## src/hdl/uer_pkg.sv

```systemverilog
`timescale 1ns / 1ps
package uer_pkg;

  // Echo counter width and its saturation value
  localparam int COUNTER_BITS = 24;
  localparam logic [COUNTER_BITS-1:0] CNT_MAX = {COUNTER_BITS{1'b1}};

  // Configuration registers
  localparam int TRIG_W  = 16;
  localparam int SCALE_W = 32;
  localparam int CFG_IDX_W  = 1;
  localparam int CFG_DATA_W = 32;
  localparam logic [CFG_IDX_W-1:0] REG_TRIGGER_TICKS = 1'b0;
  localparam logic [CFG_IDX_W-1:0] REG_SCALE_FACTOR  = 1'b1;
  localparam logic [TRIG_W-1:0]  TRIGGER_TICKS_RST = 16'd800;
  localparam logic [SCALE_W-1:0] SCALE_FACTOR_RST  = 32'd920734;

  // Stream widths
  localparam int IN_DATA_W  = 8;
  localparam int OUT_DATA_W = 16;

  // Distance arithmetic
  localparam int PROD_W = COUNTER_BITS + SCALE_W;
  localparam int DIST_W = 10;
  localparam logic [DIST_W-1:0] DIST_MAX = 10'd999;

  // Queue between front and back
  localparam int QUEUE_DEPTH = 2;
  localparam int QPTR_W = (QUEUE_DEPTH > 1) ? $clog2(QUEUE_DEPTH) : 1;
  localparam int QCNT_W = $clog2(QUEUE_DEPTH + 1);

  typedef struct packed {
    logic trig;
    logic busy;
    logic done;
  } uer_flags_t;

  typedef struct packed {
    uer_flags_t              flags;
    logic [COUNTER_BITS-1:0] count;
  } uer_item_t;

endpackage

```

## src/hdl/uer_front.sv

```systemverilog
`timescale 1ns / 1ps
module uer_front (
  input  logic                         clk,
  input  logic                         rst_n,
  input  logic                         accept,
  input  logic                         start_request,
  input  logic                         echo_level,
  input  logic [uer_pkg::TRIG_W-1:0]   trigger_ticks,
  output uer_pkg::uer_item_t           item
);
  import uer_pkg::*;

  typedef enum logic [2:0] {
    ST_IDLE,
    ST_TRIG_LOW,
    ST_TRIG_HIGH,
    ST_WAIT_ECHO,
    ST_COUNT
  } state_t;

  state_t                  state_r, state_nxt;
  logic [COUNTER_BITS-1:0] cnt_r, cnt_nxt;
  logic [COUNTER_BITS-1:0] cnt_inc;
  logic [TRIG_W-1:0]       lim;
  logic                    phase_end;

  // Trigger phase length, zero taken as one tick
  assign lim       = (trigger_ticks == '0) ? TRIG_W'(1) : trigger_ticks;
  assign cnt_inc   = cnt_r + COUNTER_BITS'(1);
  assign phase_end = (cnt_inc >= COUNTER_BITS'(lim));

  // Classify this tick and pick the next phase
  always_comb begin
    state_nxt       = state_r;
    cnt_nxt         = cnt_r;
    item.flags.trig = 1'b0;
    item.flags.busy = 1'b1;
    item.flags.done = 1'b0;
    item.count      = '0;
    unique case (state_r)
      ST_TRIG_LOW: begin
        if (phase_end) begin
          state_nxt = ST_TRIG_HIGH;
          cnt_nxt   = '0;
        end else begin
          cnt_nxt = cnt_inc;
        end
      end
      ST_TRIG_HIGH: begin
        item.flags.trig = 1'b1;
        if (phase_end) begin
          state_nxt = ST_WAIT_ECHO;
          cnt_nxt   = '0;
        end else begin
          cnt_nxt = cnt_inc;
        end
      end
      ST_WAIT_ECHO: begin
        if (echo_level) begin
          state_nxt = ST_COUNT;
          cnt_nxt   = COUNTER_BITS'(1);
        end
      end
      ST_COUNT: begin
        if (echo_level) begin
          if (cnt_r != CNT_MAX) begin
            cnt_nxt = cnt_inc;
          end
        end else begin
          item.flags.busy = 1'b0;
          item.flags.done = 1'b1;
          item.count      = cnt_r;
          state_nxt       = ST_IDLE;
          cnt_nxt         = '0;
        end
      end
      default: begin
        // Idle, or a stray state code: the start tick is the first low tick
        state_nxt = ST_IDLE;
        cnt_nxt   = '0;
        if (start_request) begin
          if (phase_end) begin
            state_nxt = ST_TRIG_HIGH;
          end else begin
            state_nxt = ST_TRIG_LOW;
            cnt_nxt   = cnt_inc;
          end
        end else begin
          item.flags.busy = 1'b0;
        end
      end
    endcase
  end

  // Advance only on an input transfer
  always_ff @(posedge clk) begin
    if (!rst_n) begin
      state_r <= ST_IDLE;
      cnt_r   <= '0;
    end else if (accept) begin
      state_r <= state_nxt;
      cnt_r   <= cnt_nxt;
    end
  end

endmodule

```

## src/hdl/uer_queue.sv

```systemverilog
`timescale 1ns / 1ps
module uer_queue (
  input  logic               clk,
  input  logic               rst_n,
  input  logic               push,
  input  uer_pkg::uer_item_t push_item,
  output logic               full,
  input  logic               pop,
  output logic               not_empty,
  output uer_pkg::uer_item_t pop_item
);
  import uer_pkg::*;

  uer_item_t         mem_r [QUEUE_DEPTH];
  logic [QPTR_W-1:0] wr_ptr_r, rd_ptr_r;
  logic [QCNT_W-1:0] count_r;
  logic              do_push, do_pop;

  assign full      = (count_r == QCNT_W'(QUEUE_DEPTH));
  assign not_empty = (count_r != '0);
  assign pop_item  = mem_r[rd_ptr_r];
  assign do_push   = push && !full;
  assign do_pop    = pop && not_empty;

  // Store entries
  always_ff @(posedge clk) begin
    if (do_push) begin
      mem_r[wr_ptr_r] <= push_item;
    end
  end

  // Advance pointers and fill level
  always_ff @(posedge clk) begin
    if (!rst_n) begin
      wr_ptr_r <= '0;
      rd_ptr_r <= '0;
      count_r  <= '0;
    end else begin
      if (do_push) begin
        wr_ptr_r <= (wr_ptr_r == QPTR_W'(QUEUE_DEPTH - 1)) ? '0 : wr_ptr_r + QPTR_W'(1);
      end
      if (do_pop) begin
        rd_ptr_r <= (rd_ptr_r == QPTR_W'(QUEUE_DEPTH - 1)) ? '0 : rd_ptr_r + QPTR_W'(1);
      end
      if (do_push && !do_pop) begin
        count_r <= count_r + QCNT_W'(1);
      end else if (do_pop && !do_push) begin
        count_r <= count_r - QCNT_W'(1);
      end
    end
  end

endmodule

```

## src/hdl/uer_back.sv

```systemverilog
`timescale 1ns / 1ps
module uer_back (
  input  logic                            clk,
  input  logic                            rst_n,
  input  logic                            item_valid,
  input  uer_pkg::uer_item_t              item,
  output logic                            item_ready,
  input  logic [uer_pkg::SCALE_W-1:0]     scale_factor,
  output logic                            out_tvalid,
  input  logic                            out_tready,
  output logic [uer_pkg::OUT_DATA_W-1:0]  out_tdata
);
  import uer_pkg::*;

  // Stage 1: scaled distance
  logic                    v1_r;
  uer_flags_t              f1_r;
  logic [COUNTER_BITS-1:0] dist1_r;
  logic                    sat1_r;
  logic [PROD_W-1:0]       prod;

  // Stage 2: clamp and hundreds digit
  logic              v2_r;
  uer_flags_t        f2_r;
  logic              over2_r;
  logic [3:0]        hund2_r;
  logic [6:0]        rem2_r;
  logic              over2;
  logic [DIST_W-1:0] dist2;
  logic [15:0]       hund_prod;
  logic [3:0]        hund2;
  logic [DIST_W-1:0] hund_x100;

  // Stage 3: tens, units and held digits, also the output register
  logic        v3_r;
  uer_flags_t  f3_r;
  logic [3:0]  hund3_r, tens3_r, units3_r;
  logic        over3_r;
  logic [3:0]  hund_held_r, tens_held_r, units_held_r;
  logic        over_held_r;
  logic [14:0] tens_prod;
  logic [3:0]  tens3;
  logic [6:0]  tens_x10;
  logic [3:0]  units3;

  logic ready1, ready2, ready3;

  // Stall chain: a stage moves when the one after it has room
  assign ready3     = !v3_r || out_tready;
  assign ready2     = !v2_r || ready3;
  assign ready1     = !v1_r || ready2;
  assign item_ready = ready1;

  assign prod = PROD_W'(item.count) * PROD_W'(scale_factor);

  // Clamp to three digits, hundreds = d * 41 >> 12 for d below 1000
  assign over2     = sat1_r || (dist1_r > COUNTER_BITS'(DIST_MAX));
  assign dist2     = over2 ? DIST_MAX : dist1_r[DIST_W-1:0];
  assign hund_prod = 16'(dist2) * 16'd41;
  assign hund2     = hund_prod[15:12];
  assign hund_x100 = DIST_W'(hund2) * DIST_W'(100);

  // Tens = r * 205 >> 11 for r below 100
  assign tens_prod = 15'(rem2_r) * 15'd205;
  assign tens3     = tens_prod[14:11];
  assign tens_x10  = 7'(tens3) * 7'd10;
  assign units3    = 4'(rem2_r - tens_x10);

  // Valid bits
  always_ff @(posedge clk) begin
    if (!rst_n) begin
      v1_r <= 1'b0;
      v2_r <= 1'b0;
      v3_r <= 1'b0;
    end else begin
      if (ready1) begin
        v1_r <= item_valid;
      end
      if (ready2) begin
        v2_r <= v1_r;
      end
      if (ready3) begin
        v3_r <= v2_r;
      end
    end
  end

  // Stage payloads
  always_ff @(posedge clk) begin
    if (ready1) begin
      f1_r    <= item.flags;
      dist1_r <= prod[PROD_W-1:SCALE_W];
      sat1_r  <= (item.count == CNT_MAX);
    end
    if (ready2) begin
      f2_r    <= f1_r;
      over2_r <= over2;
      hund2_r <= hund2;
      rem2_r  <= 7'(dist2 - hund_x100);
    end
    if (ready3) begin
      f3_r <= f2_r;
      if (f2_r.done) begin
        hund3_r  <= hund2_r;
        tens3_r  <= tens3;
        units3_r <= units3;
        over3_r  <= over2_r;
      end else begin
        hund3_r  <= hund_held_r;
        tens3_r  <= tens_held_r;
        units3_r <= units_held_r;
        over3_r  <= over_held_r;
      end
    end
  end

  // Held distance, replaced on a completed measurement
  always_ff @(posedge clk) begin
    if (!rst_n) begin
      hund_held_r  <= '0;
      tens_held_r  <= '0;
      units_held_r <= '0;
      over_held_r  <= 1'b0;
    end else if (ready3 && v2_r && f2_r.done) begin
      hund_held_r  <= hund2_r;
      tens_held_r  <= tens3;
      units_held_r <= units3;
      over_held_r  <= over2_r;
    end
  end

  assign out_tvalid = v3_r;
  assign out_tdata  = {over3_r, units3_r, tens3_r, hund3_r, f3_r.done, f3_r.busy, f3_r.trig};

endmodule

```

## src/hdl/ultrasonic_echo_ranging_top.sv

```systemverilog
`timescale 1ns / 1ps
// A result is offered from the stage 3 register after the queue and stages 1 and 2.
// Throughput: one tick item per cycle while the queue has room (in_tready high);
// the front phase machine takes a tick per transfer and the three-stage distance pipeline a result per unstalled cycle.
// Reset (rst_n low, synchronous) returns to idle with zero digits, clears the
// queue and pipeline and reloads trigger_ticks = 800, scale_factor = 920734.
module ultrasonic_echo_ranging_top (
  input  logic                               clk,
  input  logic                               rst_n,
  // in_tdata: [0] start_request, [1] echo_level, [7:2] zero
  input  logic                               in_tvalid,
  output logic                               in_tready,
  input  logic [uer_pkg::IN_DATA_W-1:0]      in_tdata,
  // out_tdata: [0] trigger_out, [1] busy_res, [2] done_res, [6:3] hundreds,
  // [10:7] tens, [14:11] units, [15] overrange
  output logic                               out_tvalid,
  input  logic                               out_tready,
  output logic [uer_pkg::OUT_DATA_W-1:0]     out_tdata,
  input  logic                               cfg_wr_en,
  input  logic [uer_pkg::CFG_IDX_W-1:0]      cfg_index,
  input  logic [uer_pkg::CFG_DATA_W-1:0]     cfg_wdata
);
  import uer_pkg::*;

  logic [TRIG_W-1:0]  trigger_ticks_r;
  logic [SCALE_W-1:0] scale_factor_r;
  logic               accept;
  logic               q_full, q_not_empty, q_pop;
  uer_item_t          front_item, q_item;

  // Configuration registers
  always_ff @(posedge clk) begin
    if (!rst_n) begin
      trigger_ticks_r <= TRIGGER_TICKS_RST;
      scale_factor_r  <= SCALE_FACTOR_RST;
    end else if (cfg_wr_en) begin
      unique case (cfg_index)
        REG_TRIGGER_TICKS: trigger_ticks_r <= cfg_wdata[TRIG_W-1:0];
        REG_SCALE_FACTOR:  scale_factor_r  <= cfg_wdata[SCALE_W-1:0];
        default: ;
      endcase
    end
  end

  assign in_tready = !q_full;
  assign accept    = in_tvalid && in_tready;

  uer_front u_front (
    .clk           (clk),
    .rst_n         (rst_n),
    .accept        (accept),
    .start_request (in_tdata[0]),
    .echo_level    (in_tdata[1]),
    .trigger_ticks (trigger_ticks_r),
    .item          (front_item)
  );

  uer_queue u_queue (
    .clk       (clk),
    .rst_n     (rst_n),
    .push      (accept),
    .push_item (front_item),
    .full      (q_full),
    .pop       (q_pop),
    .not_empty (q_not_empty),
    .pop_item  (q_item)
  );

  uer_back u_back (
    .clk          (clk),
    .rst_n        (rst_n),
    .item_valid   (q_not_empty),
    .item         (q_item),
    .item_ready   (q_pop),
    .scale_factor (scale_factor_r),
    .out_tvalid   (out_tvalid),
    .out_tready   (out_tready),
    .out_tdata    (out_tdata)
  );

  // A full queue only arises behind a stalled result
  a_full_needs_stall: assert property (@(posedge clk) disable iff (!rst_n)
    !in_tready |-> out_tvalid)
    else $error("queue full while no result is waiting");

  // A completing tick is never reported busy
  a_done_not_busy: assert property (@(posedge clk) disable iff (!rst_n)
    out_tvalid |-> !(out_tdata[2] && out_tdata[1]))
    else $error("result marked both done and busy");

  // Digits stay decimal
  a_digits_decimal: assert property (@(posedge clk) disable iff (!rst_n)
    out_tvalid |-> (out_tdata[6:3] <= 4'd9 && out_tdata[10:7] <= 4'd9 &&
                    out_tdata[14:11] <= 4'd9))
    else $error("distance digit above nine");

  // Overrange reads as 999
  a_over_clamped: assert property (@(posedge clk) disable iff (!rst_n)
    (out_tvalid && out_tdata[15]) |->
      (out_tdata[6:3] == 4'd9 && out_tdata[10:7] == 4'd9 && out_tdata[14:11] == 4'd9))
    else $error("overrange without clamped distance");

endmodule
```

## config.mk

```make
export PLATFORM = sky130hd
export DESIGN_NAME = ultrasonic_echo_ranging_top
export DESIGN_NICKNAME = d
export VERILOG_FILES = /design/src/hdl/uer_pkg.sv /design/src/hdl/uer_front.sv /design/src/hdl/uer_queue.sv /design/src/hdl/uer_back.sv /design/src/hdl/ultrasonic_echo_ranging_top.sv
export SDC_FILE = /design/constraint.sdc
export NUM_CORES = 2
export LEC_CHECK = 0
export BUFFER_PORTS_ARGS = -buffer_cell sky130_fd_sc_hd__buf_2
export CORE_MARGIN = 2
export CORE_UTILIZATION = 40
export CTS_CLUSTER_SIZE = 16
export DETAILED_ROUTE_END_ITERATION = 10
export PLACE_DENSITY = 0.55
export SLEW_MARGIN = 20
export SYNTH_ARGS = -nofsm -noshare
export SYNTH_HDL_FRONTEND = slang
export SYNTH_HIERARCHICAL = 1
export SYNTH_SLANG_ARGS = --single-unit
```

## constraint.sdc

```tcl
create_clock -name clk -period 9.1 [get_ports clk]
set_input_delay 1.82 -clock clk [delete_from_list [all_inputs] [get_ports clk]]
set_output_delay 1.82 -clock clk [all_outputs]
set_load 0.03 [all_outputs]
```

# After elaboration in Yosys (flattened, before gate mapping)
# Memories as Yosys holds them, arrays and structs flattened. A register that Yosys moved wholly into a read port is not among the register bits.
# Cells that the tools add are included.
[word_totals]
elab_cells = 118
ff_bits = 154
output_inout_bits = 18
ramBits = 54
in_bits = 46
memories = 1
[mem_list]
columns = ["memory", "words", "word_bits", "rd", "rd_ports_with_merged_regs", "wr", "line", "text"]
rows = [
  ["u_queue.mem_r", 2, 27, 1, 1, 1, "uer_queue.sv:14", "uer_item_t mem_r [QUEUE_DEPTH];"],
]
[op_classes]
n_eq_ne = 12
bitwise = 1
magnitude_cmp = 2
mul = 5
mux = 32
n_reduce_logical = 26
add_sub_neg = 7
[ops]
columns = ["op", "count"]
rows = [
  ["two-way mux 24 bit", 5],
  ["one-hot mux 24 bit (3 select lines)", 1],
  ["multiplier 24 x 32 -> 56 bit", 1],
  ["two-way mux 26 bit", 1],
  ["two-way mux 25 bit", 1],
  ["adder 24 x 1 -> 24 bit (second input constant)", 1],
  ["== test 24 bit (second input constant)", 1],
  [">= comparator 24 x 16 -> 1 bit", 1],
  ["greater-than comparator 24 x 10 -> 1 bit (second input constant)", 1],
  ["!= test 24 bit (second input constant)", 1],
  ["logical NOT 16 bit", 1],
  ["multiplier 10 x 6 -> 16 bit (second input constant)", 1],
  ["two-way mux 16 bit", 1],
  ["multiplier 7 x 8 -> 15 bit (second input constant)", 1],
  ["two-way mux 3 bit", 4],
  ["two-way mux 4 bit", 3],
  ["one-hot mux 3 bit (4 select lines)", 1],
  ["two-way mux 10 bit", 1],
  ["two-way mux 1 bit", 9],
  ["two-way mux 2 bit", 4],
  ["logical AND 1 bit", 7],
  ["subtractor 7 bit", 1],
  ["== test 3 x 2 -> 1 bit (second input constant)", 2],
  ["logical NOT 1 bit", 6],
  ["21 further kinds", 29],
]

# Logic depth before layout (Yosys ltp)
[logic_depth]
ltp_word = 8
mapped_depth = 29
depth_no_buf = 26

# Hierarchy
# The synthesis kept the hierarchy.
[by_module_without_submodules]
columns = ["module", "seq_area_each_um2", "instances", "cells_per_inst", "area_each_um2"]
rows = [
  ["uer_back", 2092.0, 1, 3074, 28546.1],
  ["uer_front", 540.5, 1, 311, 2358.5],
  ["uer_queue", 1721.7, 1, 109, 2182.1],
  ["ultrasonic_echo_ranging_top", 960.9, 1, 211, 1886.8],
]

# Worst setup path after synthesis
# OpenSTA, ideal clock, no wires.
[synth_timing]
path_type = "reg2reg"
startpoint = "reg (tool-made name)"
endpoint = "reg u_back.dist1_r[16] (data pin)"
arrival_ps = 6901
setup_time_ps = 261
path_stages_with_launch = 27
slack_ps = 1938
t_required_ps = 8839
n_path_buf = 3
period_less_slack_ps = 7162
path_cell_list = "dfxtp_1 > buf_2 > buf_4 > mux2_2 > clkbuf_1 > and2_1 > fa_1 > fa_1 > inv_1 > fa_1 > fa_1 > inv_1 > fa_1 > fa_1 > inv_1 > fa_1 > inv_1 > ha_1 > a21o_1 > a311o_1 > a211oi_2 > o211ai_1 > o211ai_1 > o211ai_1 > a31oi_4 > o21bai_2 > xor2_1"
[synth_lines]
columns = ["item", "line", "text"]
rows = [
  ["to (signal assigned)", "uer_back.sv:92", "dist1_r <= prod[PROD_W-1:SCALE_W];"],
  ["to (decl)", "uer_back.sv:18", "logic [COUNTER_BITS-1:0] dist1_r;"],
]

==> run_results.csv <==
group,metric,value,unit
yosys,synth_top_area_share,0.384,
global_routing,grt_max_degree,83,
detailed_routing,wire_per_inst,18.7,um
timing,finClkSkew,0.0189,ns
finish,finalNetCount,4648,
job,max-cap-violations,0,
floorplan,die_width,300,um
global_routing,use_met2,0.327,
clocking,clkSinkCount,209,
yosys,yosysWarnings,6,
place,dpl.hpwl,69.3,mm
clocking,cts_max_level,1,
floorplan,dieArea,89800,um2
yosys,synth_nets,4691,
detailed_routing,wl,90.7,mm
setup_path,max_stage_delay,0.80,ns
global_routing,antenna_found_initial,0,
yosys,yosysMostFrequentCell,"inv_1",
timing,worst_pin_slew,1.09,ns
timing,tns,0,ns
setup_path,crit_chain,"buf_12 -> mux2_2 -> nand2_1 -> fa_1 -> inv_1 -> fa_1 -> inv_1 -> fa_1 -> fa_1 -> inv_1 -> fa_1 -> fa_1 -> inv_1 -> fa_1 -> inv_1 -> ha_1 -> nand2_1 -> a2111o_1 -> a31oi_1 -> o31ai_2 -> nand3_2 -> a21oi_2 -> o21a_1 -> a211o_1",
global_routing,met1_usage,0.311,
timing,setup_ws,0.779,ns
setup_path,critPathLaunchType,"flop",
finish,nFillCells,8643,
detailed_routing,drc,0,
yosys,synth_commonest_cells,"inv_1 (799), fa_1 (671), nand2_1 (498)",
timing,hold_viol,0,
clocking,cts_buffers,25,
yosys,synth_area_per_cell,9.44,um2
yosys,synthesis.area,35000,um2
finish,final_area,37200,um2
clocking,root_buffer,"clkbuf_16",
yosys,ys_seq_area_frac,0.152,
floorplan,placementRows,108,
timing,period_share,0.914,
detailed_routing,antenna_left,0,
global_routing,busiest_layer,"met2",
floorplan,initial_core_util,0.403,
place,dp_slack,0.874,ns
timing,finalMaxSlewViolations,0,
setup_path,critPathMaxFanout,29,
clocking,cts-resized-gates,0,
global_routing,met3_usage,0.0309,
clocking,postCtsHoldBufs,0,
detailed_routing,dr.pass1.iters,7,
setup_path,critPathArrivalTime,8.61,ns
place,placed_area,36400,um2
status,status,"complete, no violations",
detailed_routing,vias,24200,
yosys,synth_top_flop_cell,"edfxtp_1",
setup_path,crit_family,"adder cells",
yosys,async_flop_share,0,
setup_path,cp_slowest_cell,"mux2_2",
clocking,cts_tree,"done",
setup_path,crit_type,"reg2reg",
timing,finalCriticalPeriod,8.32,ns
yosys,synth.largest_area_cell,"fa_1",
timing,timing.final.setup_violations,0,
global_routing,grt-ovfl-total,0,
floorplan,die_h,300,um
place,io_buffers,57,
setup_path,crit_buf_inv,6,
clocking,clock_path_buffers,3,
detailed_routing,drt_iter0_drc,1490,
setup_path,cp-end-kind,"flop",
clocking,post_cts_buffers,0,
global_routing,grt_pass1_wl,147,mm
detailed_routing,viasPerCell,4.99,
timing,rsz0062_at_grt,"false",
floorplan,core_area,86800,um2
finish,area_growth,6.35,%
timing,clock.fmax,120,MHz
global_routing,grt_use_total,0.209,
yosys,post_synth_num_cell_types,84,
setup_path,crit_path_frequent_cell,"fa_1",
worst_hold_path,holdCritPathClass,"reg2reg",
setup_path,worstPathRequired,9.39,ns
clocking,clk_pin_slew,0.06,ns
place,place.gp.congestion,0.831,
timing,max_slew_margin,0.270,
clocking,clock_latency,0.55,ns
yosys,synth.area.top_cells,"fa_1 (38%), edfxtp_1 (9.7%), ha_1 (9.6%), inv_1 (8.6%), and2_1 (7.7%)",
yosys,synthCells,3705,
global_routing,first_global_vias,25700,
floorplan,ios,64,
finish,drive_above_1_share,0.0679,
yosys,synth-seq-cells,209,
yosys,synth_edf_count,113,
==> cells in the final DEF (no fill, tap or decap), drive strengths merged, types with 47 or more instances in the layout <==
master  instances
fa            671
and2          428
nand4          47
ha            269
o21ai          62
nor2           68
edfxtp        113
inv           805
buf           120
xnor2          50
dfxtp          96
a21oi          71
nand2         498
==> per-layer routing <==
layer	vias to the layer above	share of wire	wire (um)
met5	-	0	0
met4	0	0.016	1480
met3	98	0.059	5370
met2	616	0.45	40400
met1	12300	0.48	43400
li1	11100	-	-
==> final timing paths <==
check        cells after the start  slack (ns)                     start                             to
min                              0        0.42  u_back/f2_r[1]$_DFFE_PP_  u_back/out_tdata[1]$_DFFE_PN_
max reg2reg                     24        0.78                      flop   u_back/dist1_r[23]$_DFFE_PP_
min reg2reg                      0        0.42  u_back/f2_r[1]$_DFFE_PP_  u_back/out_tdata[1]$_DFFE_PN_
max                             24        0.78                      flop   u_back/dist1_r[23]$_DFFE_PP_
==> state kept, by name (all words and copies together) (netlist names), 7 cells and up, named ones only <==
name and count:
u_back/rem2_r 7, trigger_ticks_r 16, u_back/dist1_r 24, scale_factor_r 32, u_queue/mem_r 54, u_front/cnt_r 24
==> cell type report <==
| class | count | area [um2] | share of cell area |
|---|---|---|---|
| repair buffers | 120 | 773 | 0.0208 |
| diodes | 2 | 5.00 | 0.000135 |
| clock inverters | 11 | 86.3 | 0.00232 |
| inverters | 801 | 3010 | 0.0808 |
| flip-flops and latches | 209 | 5320 | 0.143 |
| clock buffers | 35 | 704 | 0.0189 |
| multi-input cells | 2505 | 25900 | 0.695 |
| well taps | 1155 | 1450 | 0.0389 |
==> metrics by stage <==
step,std cells,hold WS (ns),utilization
final,4838,0.416,0.429
after detailed placement,4790,0.405,0.420
after floorplan,3705,0.400,-
after global routing,4836,0.424,0.429
after CTS,4836,0.417,0.429
after global placement,4790,0.411,0.420
==> logic make-up after synthesis <==
group           synth area share
buf+inv                    0.109
fa+ha+maj                  0.480
compound gates            0.0509
xor+xnor                  0.0200
simple gates               0.170
mux                       0.0184
flops                      0.152
Power is not shown: default switching activity piles up to over one toggle a cycle in this logic, so the estimate is an artifact.
